==> src/design/sme_pkg.sv <==
// Package of shared types and constants for the stack machine execute unit.
package sme_pkg;

	typedef enum logic [4:0] {
		OP_ADD  = 5'd0,
		OP_SUB  = 5'd1,
		OP_MULT = 5'd2,
		OP_DIV  = 5'd3,
		OP_EQ   = 5'd4,
		OP_DIFF = 5'd5,
		OP_LT   = 5'd6,
		OP_LTE  = 5'd7,
		OP_GT   = 5'd8,
		OP_GTE  = 5'd9,
		OP_NOT  = 5'd10,
		OP_AND  = 5'd11,
		OP_OR   = 5'd12,
		OP_PUSH = 5'd13,
		OP_DUP  = 5'd14,
		OP_POP  = 5'd15,
		OP_UJP  = 5'd16,
		OP_CJP  = 5'd17,
		OP_SET  = 5'd18,
		OP_GET  = 5'd19
	} opcode_t;

	typedef enum logic [1:0] {
		FLT_OK        = 2'd0,
		FLT_OPERAND   = 2'd1,
		FLT_UNDERFLOW = 2'd2,
		FLT_OVERFLOW  = 2'd3
	} fault_t;

	// Stack cell commands, applied by every cell in the same cycle.
	typedef enum logic [1:0] {
		CELL_HOLD  = 2'd0,
		CELL_PUSH  = 2'd1,
		CELL_POP   = 2'd2,
		CELL_SETT  = 2'd3
	} cell_cmd_t;

	typedef enum logic [2:0] {
		ST_IDLE,
		ST_EXEC,
		ST_DIV,
		ST_MUL,
		ST_DONE
	} state_t;

	// Control handed to the cell row.
	typedef struct packed {
		cell_cmd_t   cmd;
		logic [31:0] top;
		logic        pop_first;
	} cell_ctl_t;

endpackage

==> src/design/sme_cell.sv <==
// One stack cell: holds one entry and shifts with its neighbours.
module sme_cell (
	input  logic                clk,
	input  sme_pkg::cell_ctl_t  ctl,
	input  logic [31:0]         above,
	input  logic [31:0]         below,
	input  logic                is_top,
	output logic [31:0]         value
);
	import sme_pkg::*;

	logic [31:0] value_q;

	// Push takes the entry below, pop the entry above; the top cell takes new data.
	always_ff @(posedge clk) begin
		unique case (ctl.cmd)
			CELL_PUSH: value_q <= is_top ? ctl.top : below;
			CELL_POP: begin
				if (is_top)
					value_q <= ctl.pop_first ? above : ctl.top;
				else
					value_q <= above;
			end
			CELL_SETT: if (is_top) value_q <= ctl.top;
			default: value_q <= value_q;
		endcase
	end

	assign value = value_q;
endmodule

==> src/design/sme_divider.sv <==
// Restoring divider for unsigned 32-bit magnitudes, one quotient bit per cycle.
module sme_divider (
	input  logic        clk,
	input  logic        arst_n,
	input  logic        start,
	input  logic [31:0] dividend,
	input  logic [31:0] divisor,
	output logic        done,
	output logic [31:0] quotient
);
	import sme_pkg::*;

	logic [31:0] quo_q;
	logic [31:0] rem_q;
	logic [31:0] div_q;
	logic [5:0]  cnt_q;
	logic        busy_q;
	logic [32:0] trial;

	assign trial = {rem_q, quo_q[31]} - {1'b0, div_q};

	// Shift in one dividend bit each cycle and subtract where it fits.
	always_ff @(posedge clk or negedge arst_n) begin
		if (!arst_n) begin
			busy_q <= 1'b0;
			cnt_q  <= '0;
		end else if (start) begin
			busy_q <= 1'b1;
			cnt_q  <= 6'd32;
		end else if (busy_q) begin
			cnt_q <= cnt_q - 6'd1;
			if (cnt_q == 6'd1) busy_q <= 1'b0;
		end
	end

	always_ff @(posedge clk) begin
		if (start) begin
			quo_q <= dividend;
			rem_q <= '0;
			div_q <= divisor;
		end else if (busy_q) begin
			if (!trial[32]) begin
				rem_q <= trial[31:0];
				quo_q <= {quo_q[30:0], 1'b1};
			end else begin
				rem_q <= {rem_q[30:0], quo_q[31]};
				quo_q <= {quo_q[30:0], 1'b0};
			end
		end
	end

	assign done     = busy_q && (cnt_q == 6'd1);
	assign quotient = trial[32] ? {quo_q[30:0], 1'b0} : {quo_q[30:0], 1'b1};
endmodule

==> src/design/stack_machine_execute_unit.sv <==
// Top level of the stack machine execute unit with its row of stack cells.
// Each request passes through the decode state and the done state before its result
// is registered; MULT also waits on the product register, and a division with a
// nonzero divisor on the bit-serial divider. One request is in the unit at a time;
// the next is taken the cycle after the result is accepted.
// Reset clears the depth, program counter, variables and handshake state;
// stack entries are undefined until pushed.
module stack_machine_execute_unit #(
	parameter int STACK_DEPTH  = 64,
	parameter int PROGRAM_SIZE = 256,
	parameter int VAR_COUNT    = 5
) (
	input  logic        clk,
	input  logic        arst_n,
	input  logic        s_tvalid,
	output logic        s_tready,
	// mode[4:0], operand[36:5], zero fill [39:37]
	input  logic [39:0] s_tdata,
	// line_start
	input  logic        s_tuser,
	output logic        m_tvalid,
	input  logic        m_tready,
	// next_pc[7:0], top_value[39:8], stack_depth[46:40], fault[48:47], zero fill [55:49]
	output logic [55:0] m_tdata
);
	import sme_pkg::*;

	localparam int DW = $clog2(STACK_DEPTH + 1);
	localparam int PW = (PROGRAM_SIZE > 1) ? $clog2(PROGRAM_SIZE) : 1;
	localparam int VW = (VAR_COUNT > 1) ? $clog2(VAR_COUNT) : 1;
	// Reciprocal of the program size for the jump distance remainder.
	localparam logic [32:0] JM = 33'(((64'd1 << (32 + PW)) + 64'(PROGRAM_SIZE) - 64'd1)
		/ 64'(PROGRAM_SIZE));
	// Weight of the operand sign bit, 2^32, reduced by the program size.
	localparam longint unsigned JK = (64'd1 << 32) % 64'(PROGRAM_SIZE);

	state_t      state_q, state_d;
	logic [4:0]  mode_q;
	logic [31:0] op_q;
	logic [DW-1:0] depth_q, depth_d;
	logic [PW-1:0] pc_q, pc_d, pc_cur_q;
	logic [31:0] vars_q [VAR_COUNT];
	logic [31:0] cells [STACK_DEPTH];
	cell_ctl_t   ctl;
	logic [1:0]  fault_d;
	logic        var_we;
	logic [31:0] t, s;
	logic [63:0] prod_s1;
	logic        prod_st_q;
	logic        div_start, div_done;
	logic [31:0] div_quo, ua, ub;
	logic        neg_q;
	logic [7:0]  out_pc_q;
	logic [31:0] out_top_q;
	logic [6:0]  out_depth_q;
	logic [1:0]  out_fault_q;
	logic        out_valid_q;
	logic [PW-1:0] pc_next1, pc_jump;
	logic [PW+1:0] jsum;
	logic [63+PW:0] jprod;
	logic [31:0] jq_s1;
	logic [31:0] jrem;
	logic        op_ok;
	logic [VW-1:0] vidx;

	assign t = cells[0];
	assign s = cells[1];
	assign vidx = op_q[VW-1:0];
	assign op_ok = (op_q < 32'(VAR_COUNT));

	// Row of identical stack cells, index zero at the top.
	for (genvar i = 0; i < STACK_DEPTH; i++) begin : g_cell
		sme_cell u_cell (
			.clk   (clk),
			.ctl   (ctl),
			.above ((i + 1 < STACK_DEPTH) ? cells[(i + 1) % STACK_DEPTH] : 32'd0),
			.below ((i > 0) ? cells[(i + STACK_DEPTH - 1) % STACK_DEPTH] : 32'd0),
			.is_top(i == 0),
			.value (cells[i])
		);
	end

	assign ua = s[31] ? 32'd0 - s : s;
	assign ub = t[31] ? 32'd0 - t : t;

	sme_divider u_div (
		.clk     (clk),
		.arst_n  (arst_n),
		.start   (div_start),
		.dividend(ua),
		.divisor (ub),
		.done    (div_done),
		.quotient(div_quo)
	);

	// Quotient of the raw operand by the program size, registered at acceptance.
	assign jprod = (64+PW)'(s_tdata[36:5]) * (64+PW)'(JM);

	// Relative jump target, wrapping modulo the program size.
	assign pc_next1 = (32'(pc_cur_q) + 32'd1 >= 32'(PROGRAM_SIZE)) ? '0 : pc_cur_q + PW'(1);
	always_comb begin
		jrem = op_q - jq_s1 * 32'(PROGRAM_SIZE);
		jsum = {2'b00, pc_cur_q} + {2'b00, jrem[PW-1:0]};
		if (op_q[31]) jsum = jsum - (PW+2)'(JK);
		if (jsum[PW+1]) jsum = jsum + (PW+2)'(PROGRAM_SIZE);
		else if (jsum >= (PW+2)'(PROGRAM_SIZE)) jsum = jsum - (PW+2)'(PROGRAM_SIZE);
		pc_jump = jsum[PW-1:0];
	end

	assign s_tready = (state_q == ST_IDLE) && !out_valid_q;

	// Multiplier product register.
	always_ff @(posedge clk) prod_s1 <= s * t;

	always_ff @(posedge clk or negedge arst_n) begin
		if (!arst_n) begin
			state_q     <= ST_IDLE;
			depth_q     <= '0;
			pc_q        <= '0;
			out_valid_q <= 1'b0;
			prod_st_q   <= 1'b0;
			for (int i = 0; i < VAR_COUNT; i++) vars_q[i] <= '0;
		end else begin
			state_q   <= state_d;
			depth_q   <= depth_d;
			pc_q      <= pc_d;
			prod_st_q <= (state_q == ST_MUL);
			if (var_we) vars_q[vidx] <= t;
			if (state_q == ST_DONE) out_valid_q <= 1'b1;
			else if (m_tready) out_valid_q <= 1'b0;
		end
	end

	always_ff @(posedge clk) begin
		if (s_tvalid && s_tready) begin
			mode_q   <= s_tdata[4:0];
			op_q     <= s_tdata[36:5];
			pc_cur_q <= s_tuser ? '0 : pc_q;
			jq_s1    <= jprod[32+PW +: 32];
		end
		if (state_q == ST_EXEC || state_q == ST_DIV || state_q == ST_MUL)
			out_fault_q <= fault_d;
		if (state_q == ST_EXEC) neg_q <= s[31] ^ t[31];
		if (state_q == ST_DONE) begin
			out_pc_q    <= 8'(pc_q);
			out_top_q   <= (depth_q != '0) ? t : 32'd0;
			out_depth_q <= 7'(depth_q);
		end
	end

	// Instruction sequencer: decode, drive the cell row, settle pc and depth.
	always_comb begin
		state_d   = state_q;
		depth_d   = depth_q;
		pc_d      = pc_q;
		fault_d   = FLT_OK;
		ctl.cmd   = CELL_HOLD;
		ctl.top   = '0;
		ctl.pop_first = 1'b1;
		var_we    = 1'b0;
		div_start = 1'b0;
		unique case (state_q)
			ST_IDLE: if (s_tvalid && s_tready) state_d = ST_EXEC;
			ST_EXEC: begin
				state_d = ST_DONE;
				pc_d    = pc_next1;
				priority if (mode_q <= 5'd12 && mode_q != OP_NOT) begin
					if (depth_q < DW'(2)) fault_d = FLT_UNDERFLOW;
					else if (mode_q == OP_MULT) state_d = ST_MUL;
					else if (mode_q == OP_DIV) begin
						if (t != 32'd0) begin
							div_start = 1'b1;
							state_d   = ST_DIV;
						end
					end else begin
						ctl.cmd = CELL_POP;
						ctl.pop_first = 1'b0;
						depth_d = depth_q - DW'(1);
						unique case (mode_q)
							OP_ADD:  ctl.top = s + t;
							OP_SUB:  ctl.top = s - t;
							OP_EQ:   ctl.top = {31'd0, s == t};
							OP_DIFF: ctl.top = {31'd0, s != t};
							OP_LT:   ctl.top = {31'd0, $signed(t) < $signed(s)};
							OP_LTE:  ctl.top = {31'd0, $signed(t) <= $signed(s)};
							OP_GT:   ctl.top = {31'd0, $signed(t) > $signed(s)};
							OP_GTE:  ctl.top = {31'd0, $signed(t) >= $signed(s)};
							OP_AND:  ctl.top = {31'd0, (s != 0) && (t != 0)};
							default: ctl.top = {31'd0, (s != 0) || (t != 0)};
						endcase
					end
				end else if (mode_q == OP_NOT || mode_q == OP_POP || mode_q == OP_CJP) begin
					if (depth_q == '0) fault_d = FLT_UNDERFLOW;
					else if (mode_q == OP_NOT) begin
						ctl.cmd = CELL_SETT;
						ctl.top = {31'd0, t == 32'd0};
					end else if (mode_q == OP_CJP && t != 0 && op_q == 0) begin
						fault_d = FLT_OPERAND;
					end else begin
						if (mode_q == OP_CJP && t != 0) pc_d = pc_jump;
						ctl.cmd = CELL_POP;
						depth_d = depth_q - DW'(1);
					end
				end else if (mode_q == OP_PUSH || mode_q == OP_DUP) begin
					if (mode_q == OP_DUP && depth_q == '0) fault_d = FLT_UNDERFLOW;
					else if (depth_q >= DW'(STACK_DEPTH)) fault_d = FLT_OVERFLOW;
					else begin
						ctl.cmd = CELL_PUSH;
						ctl.top = (mode_q == OP_PUSH) ? op_q : t;
						depth_d = depth_q + DW'(1);
					end
				end else if (mode_q == OP_UJP) begin
					if (op_q == 0) fault_d = FLT_OPERAND;
					else pc_d = pc_jump;
				end else if (mode_q == OP_SET || mode_q == OP_GET) begin
					if (!op_ok) fault_d = FLT_OPERAND;
					else if (mode_q == OP_SET) begin
						if (depth_q == '0) fault_d = FLT_UNDERFLOW;
						else begin
							var_we  = 1'b1;
							ctl.cmd = CELL_POP;
							depth_d = depth_q - DW'(1);
						end
					end else if (depth_q >= DW'(STACK_DEPTH)) fault_d = FLT_OVERFLOW;
					else begin
						ctl.cmd = CELL_PUSH;
						ctl.top = vars_q[vidx];
						depth_d = depth_q + DW'(1);
					end
				end else begin
					fault_d = FLT_OPERAND;
				end
				if (fault_d == FLT_UNDERFLOW || fault_d == FLT_OVERFLOW) pc_d = pc_cur_q;
			end
			ST_MUL: begin
				if (prod_st_q) begin
					ctl.cmd = CELL_POP;
					ctl.pop_first = 1'b0;
					ctl.top = prod_s1[31:0];
					depth_d = depth_q - DW'(1);
					state_d = ST_DONE;
				end
			end
			ST_DIV: begin
				if (div_done) begin
					ctl.cmd = CELL_POP;
					ctl.pop_first = 1'b0;
					ctl.top = neg_q ? 32'd0 - div_quo : div_quo;
					depth_d = depth_q - DW'(1);
					state_d = ST_DONE;
				end
			end
			ST_DONE: state_d = ST_IDLE;
			default: state_d = ST_IDLE;
		endcase
	end

	assign m_tvalid = out_valid_q;
	assign m_tdata  = {7'd0, out_fault_q, out_depth_q, out_top_q, out_pc_q};

	// A request is never taken while a result is still waiting.
	a_no_accept_busy: assert property (@(posedge clk) disable iff (!arst_n)
		out_valid_q |-> !s_tready) else $error("request accepted with result pending");
	// Depth never exceeds the stack size.
	a_depth_bound: assert property (@(posedge clk) disable iff (!arst_n)
		depth_q <= DW'(STACK_DEPTH)) else $error("stack depth out of range");
	// A result is valid in the cycle after the sequencer reaches its done state.
	a_done_valid: assert property (@(posedge clk) disable iff (!arst_n)
		(state_q == ST_DONE) |=> out_valid_q) else $error("result lost");
endmodule
==> config.mk <==
export PLATFORM = sky130hd
export DESIGN_NAME = stack_machine_execute_unit
export DESIGN_NICKNAME = d
export VERILOG_FILES = /design/src/design/sme_pkg.sv /design/src/design/sme_cell.sv /design/src/design/sme_divider.sv /design/src/design/stack_machine_execute_unit.sv
export SDC_FILE = /design/constraint.sdc
export NUM_CORES = 2
export LEC_CHECK = 0
export ABC_AREA = 1
export BUFFER_PORTS_ARGS = -buffer_cell sky130_fd_sc_hd__buf_4
export CORE_ASPECT_RATIO = 2
export CORE_MARGIN = 2
export CORE_UTILIZATION = 50
export CTS_CLUSTER_SIZE = 8
export DETAILED_ROUTE_END_ITERATION = 8
export PLACE_DENSITY_LB_ADDON = 0.12
export RECOVER_POWER = 50
export SYNTH_ARGS = -nofsm -noshare
export SYNTH_HDL_FRONTEND = slang
export SYNTH_SLANG_ARGS = --single-unit
==> constraint.sdc <==
create_clock -name clk -period 103.2 [get_ports clk]
set_clock_uncertainty 0.2 [all_clocks]
set_input_delay 5.16 -clock clk [delete_from_list [all_inputs] [get_ports clk]]
set_output_delay 5.16 -clock clk [all_outputs]
set_load 0.005 [all_outputs]
==> impl_metrics.tcl <==
set metrics [dict create \
    cp.depth 18 \
    status "finished, violations left" \
    violations "max-capacitance violations, max-slew violations" \
    tightest_slew_ps 9530 \
    final_layout_size_suffix_gt1_share_pct 5.07 \
    synth_common_cells "nand2_1 (2597), edfxtp_1 (2207), inv_1 (2100), nor2_1 (1399), o21ai_0 (1373)" \
    clock_latency_ps 890 \
    ys.flop_type "edfxtp_1" \
    cts-root-buf "clkbuf_16" \
    critical_path_required_ps 103470 \
    slew_viol_final 3427 \
    slew-limit-headroom_pct -535 \
    wl_per_cell_microns 21.0 \
    via_count 91100 \
    dieArea_sq_um 262000 \
    slowest_delay_ps 6420 \
    end_kind "flip-flop" \
    period_share_pct 22.0 \
    fin_crit_ps 22740 \
    rsz0062_at_grt "false" \
    path_class "reg2reg" \
    holdBufCountCts 0 \
    cts_buffers 350 \
    tritoncts "yes" \
    finalHoldViolCount 0 \
    syn2layout_area_growth_pct 9.57 \
    dr.pass1.iters 6 \
    grt_max_degree 286 \
    die_width_microns 363 \
    cts-resized-gates 0 \
    h-tree-depth 5 \
    cp.arrival_ps 23010 \
    crit_path_cell_trace "inv_1, ha_1, nand3_1, nor2_4, clkbuf_1, inv_1, nor3_1, inv_1, nand2_1, nand2_1, o21ai_0, ha_1, clkbuf_1, clkbuf_1, clkbuf_1, buf_4, buf_4, buf_4" \
    ys_ff_latch 2458 \
    clkSinkCount 2458 \
    port_buffers 92 \
    drtIter0Drc 7168 \
    syn_inst 13500 \
    synth_area_leaders "edfxtp_1 (51%), nand2_1 (7.6%), fa_1 (6.4%), inv_1 (6.1%), o21ai_0 (5.3%)" \
    grt_use_total_pct 26.9 \
    synth.most_common_cell "nand2_1" \
    nets 14100 \
    tns_ps 0 \
    initial_utilization_pct 50.3 \
    antenna_found_initial 9 \
    grt_first_pass_wirelength_microns 537000 \
    path_common_cell "clkbuf_1" \
    synth_cell_types 68 \
    clockBufferDepth 4 \
    critPathLaunchType "flip-flop" \
    setup_viol_count_final 0 \
    async_flop_share_pct 7.61 \
    place.gp.congestion 0.994 \
    synth_edf_count 2207 \
    drv_cap 42 \
    die_y_microns 723 \
    coreArea_sq_um 257000 \
    gr-total-overflow 0 \
    worst_path_max_delay_cell "clkbuf_1" \
    yosysTopAreaCell "edfxtp_1" \
    min-delay-path-class "reg2reg" \
    yosysWarnings 0 \
    cp.buffers_inverters 10 \
    vias_per_cell 5.42 \
    syn_avg_cell_area_sq_um 9.57 \
    grt_pass1_vias 92800 \
    syn-cell-area_sq_um 129000 \
    io_pins 103 \
    wl_microns 353000 \
    hold_depth 0 \
    netlist.area_leader.share_pct 51.3 \
    dp_hpwl_microns 249000 \
    ys_seq_area_share_pct 56.0 \
    drc 0 \
    path_max_fanout 159 \
    fmax_mhz 44.0 \
    rows 263 \
    cts_setup_buffers 0 \
    ant_nets 0 \
    reg2regPathDepth 18 \
    clkTransAtPathRegs_ps 50 \
    cp_top_family "buffers and inverters" \
]
==> cells in the final DEF, fill, tap and decap left out, types with 62 or more instances in the layout <==
cell type,netlist,routed
dfxtp_1,64,64
clkbuf_1,469,118
buf_4,11,154
o21ai_0,1373,1388
fa_1,412,412
xor2_1,127,127
nand3_1,235,237
inv_1,2100,2102
a21oi_1,1240,1240
nor2_1,1399,1406
clkbuf_4,0,62
clkbuf_16,0,353
ha_1,266,266
edfxtp_1,2207,2207
nand2_1,2597,2600
dfrtp_1,187,187
==> path summary, 6_finish.rpt <==
check	to	slack, ps	from
max	g_cell[50].u_cell.value[19]$_DFFE_PP_	80460	depth_q[0]$_DFFE_PN0P_
min reg2reg	out_pc_q[4]$_DFFE_PP_	250	pc_q[4]$_DFFE_PN0P_
min in group asynchronous	vars_q[128]$_DFFE_PN0P_	5100	arst_n
max in group asynchronous	prod_st_q$_DFF_PN0_	92870	arst_n
max reg2reg	g_cell[50].u_cell.value[19]$_DFFE_PP_	80460	depth_q[0]$_DFFE_PN0P_
min	out_pc_q[4]$_DFFE_PP_	250	pc_q[4]$_DFFE_PN0P_
==> through the flow <==
| step | util, % | hold slack [ps] | instances | instance area, sq um | setup slack, ps |
|---|---|---|---|---|---|
| finish | 55.1 | 252 | 16800 | 141000 | 80460 |
| global placement | 51.6 | 240 | 16400 | 132000 | 93640 |
| floorplan | - | 225 | 13500 | 129000 | 57900 |
| CTS | 55.3 | 250 | 16800 | 142000 | 93460 |
| global route | 55.1 | 256 | 16800 | 141000 | 78430 |
| detailed placement | 51.6 | 243 | 16400 | 132000 | 93520 |
==> cell type report <==
cell class	instances	area (sq um)
repair buffers	281	1900
fillers	23000	115000
clock inverters	23	332
inverters	2134	8010
multi-input cells	8168	45700
well taps	3312	4140
clock buffers	410	9070
flip-flops and latches	2458	72200
diodes	17	42.5
==> flip-flops by register name, summed over array words and instances, names as in the netlist, 2 cells and up <==
signal,count
pc_cur_q,8
u_div.cnt_q,6
u_div.div_q,32
g_cell.u_cell.value,2048
u_div.quo_q,32
state_q,3
vars_q,160
op_q,32
u_div.rem_q,32
out_fault_q,2
out_top_q,32
out_depth_q,7
mode_q,5
pc_q,8
depth_q,7
out_pc_q,8
prod_s1,32
==> per-layer routing <==
metal  routed length [microns]  vias up  GRT usage [%]
li1                          -    43800              -
met1                    122000    43700           27.8
met2                    176000     2367           46.7
met3                     15500     1218           3.91
met4                     38800        2           25.2
met5                        11        -              0
==> kinds of logic after synthesis <==
kind of cell    count (synthesis)  share of synthesized area, %
compound gates               2837                          11.4
xor+xnor                      177                          1.20
fa+ha+maj                     678                          8.97
buf+inv                      2865                          8.57
flops                        2458                          56.0
mux                            34                         0.296
other cells                     1                       0.00291
simple gates                 4435                          13.6
Power is not shown: default switching activity piles up to over one toggle a cycle in this logic, so the estimate is an artifact.
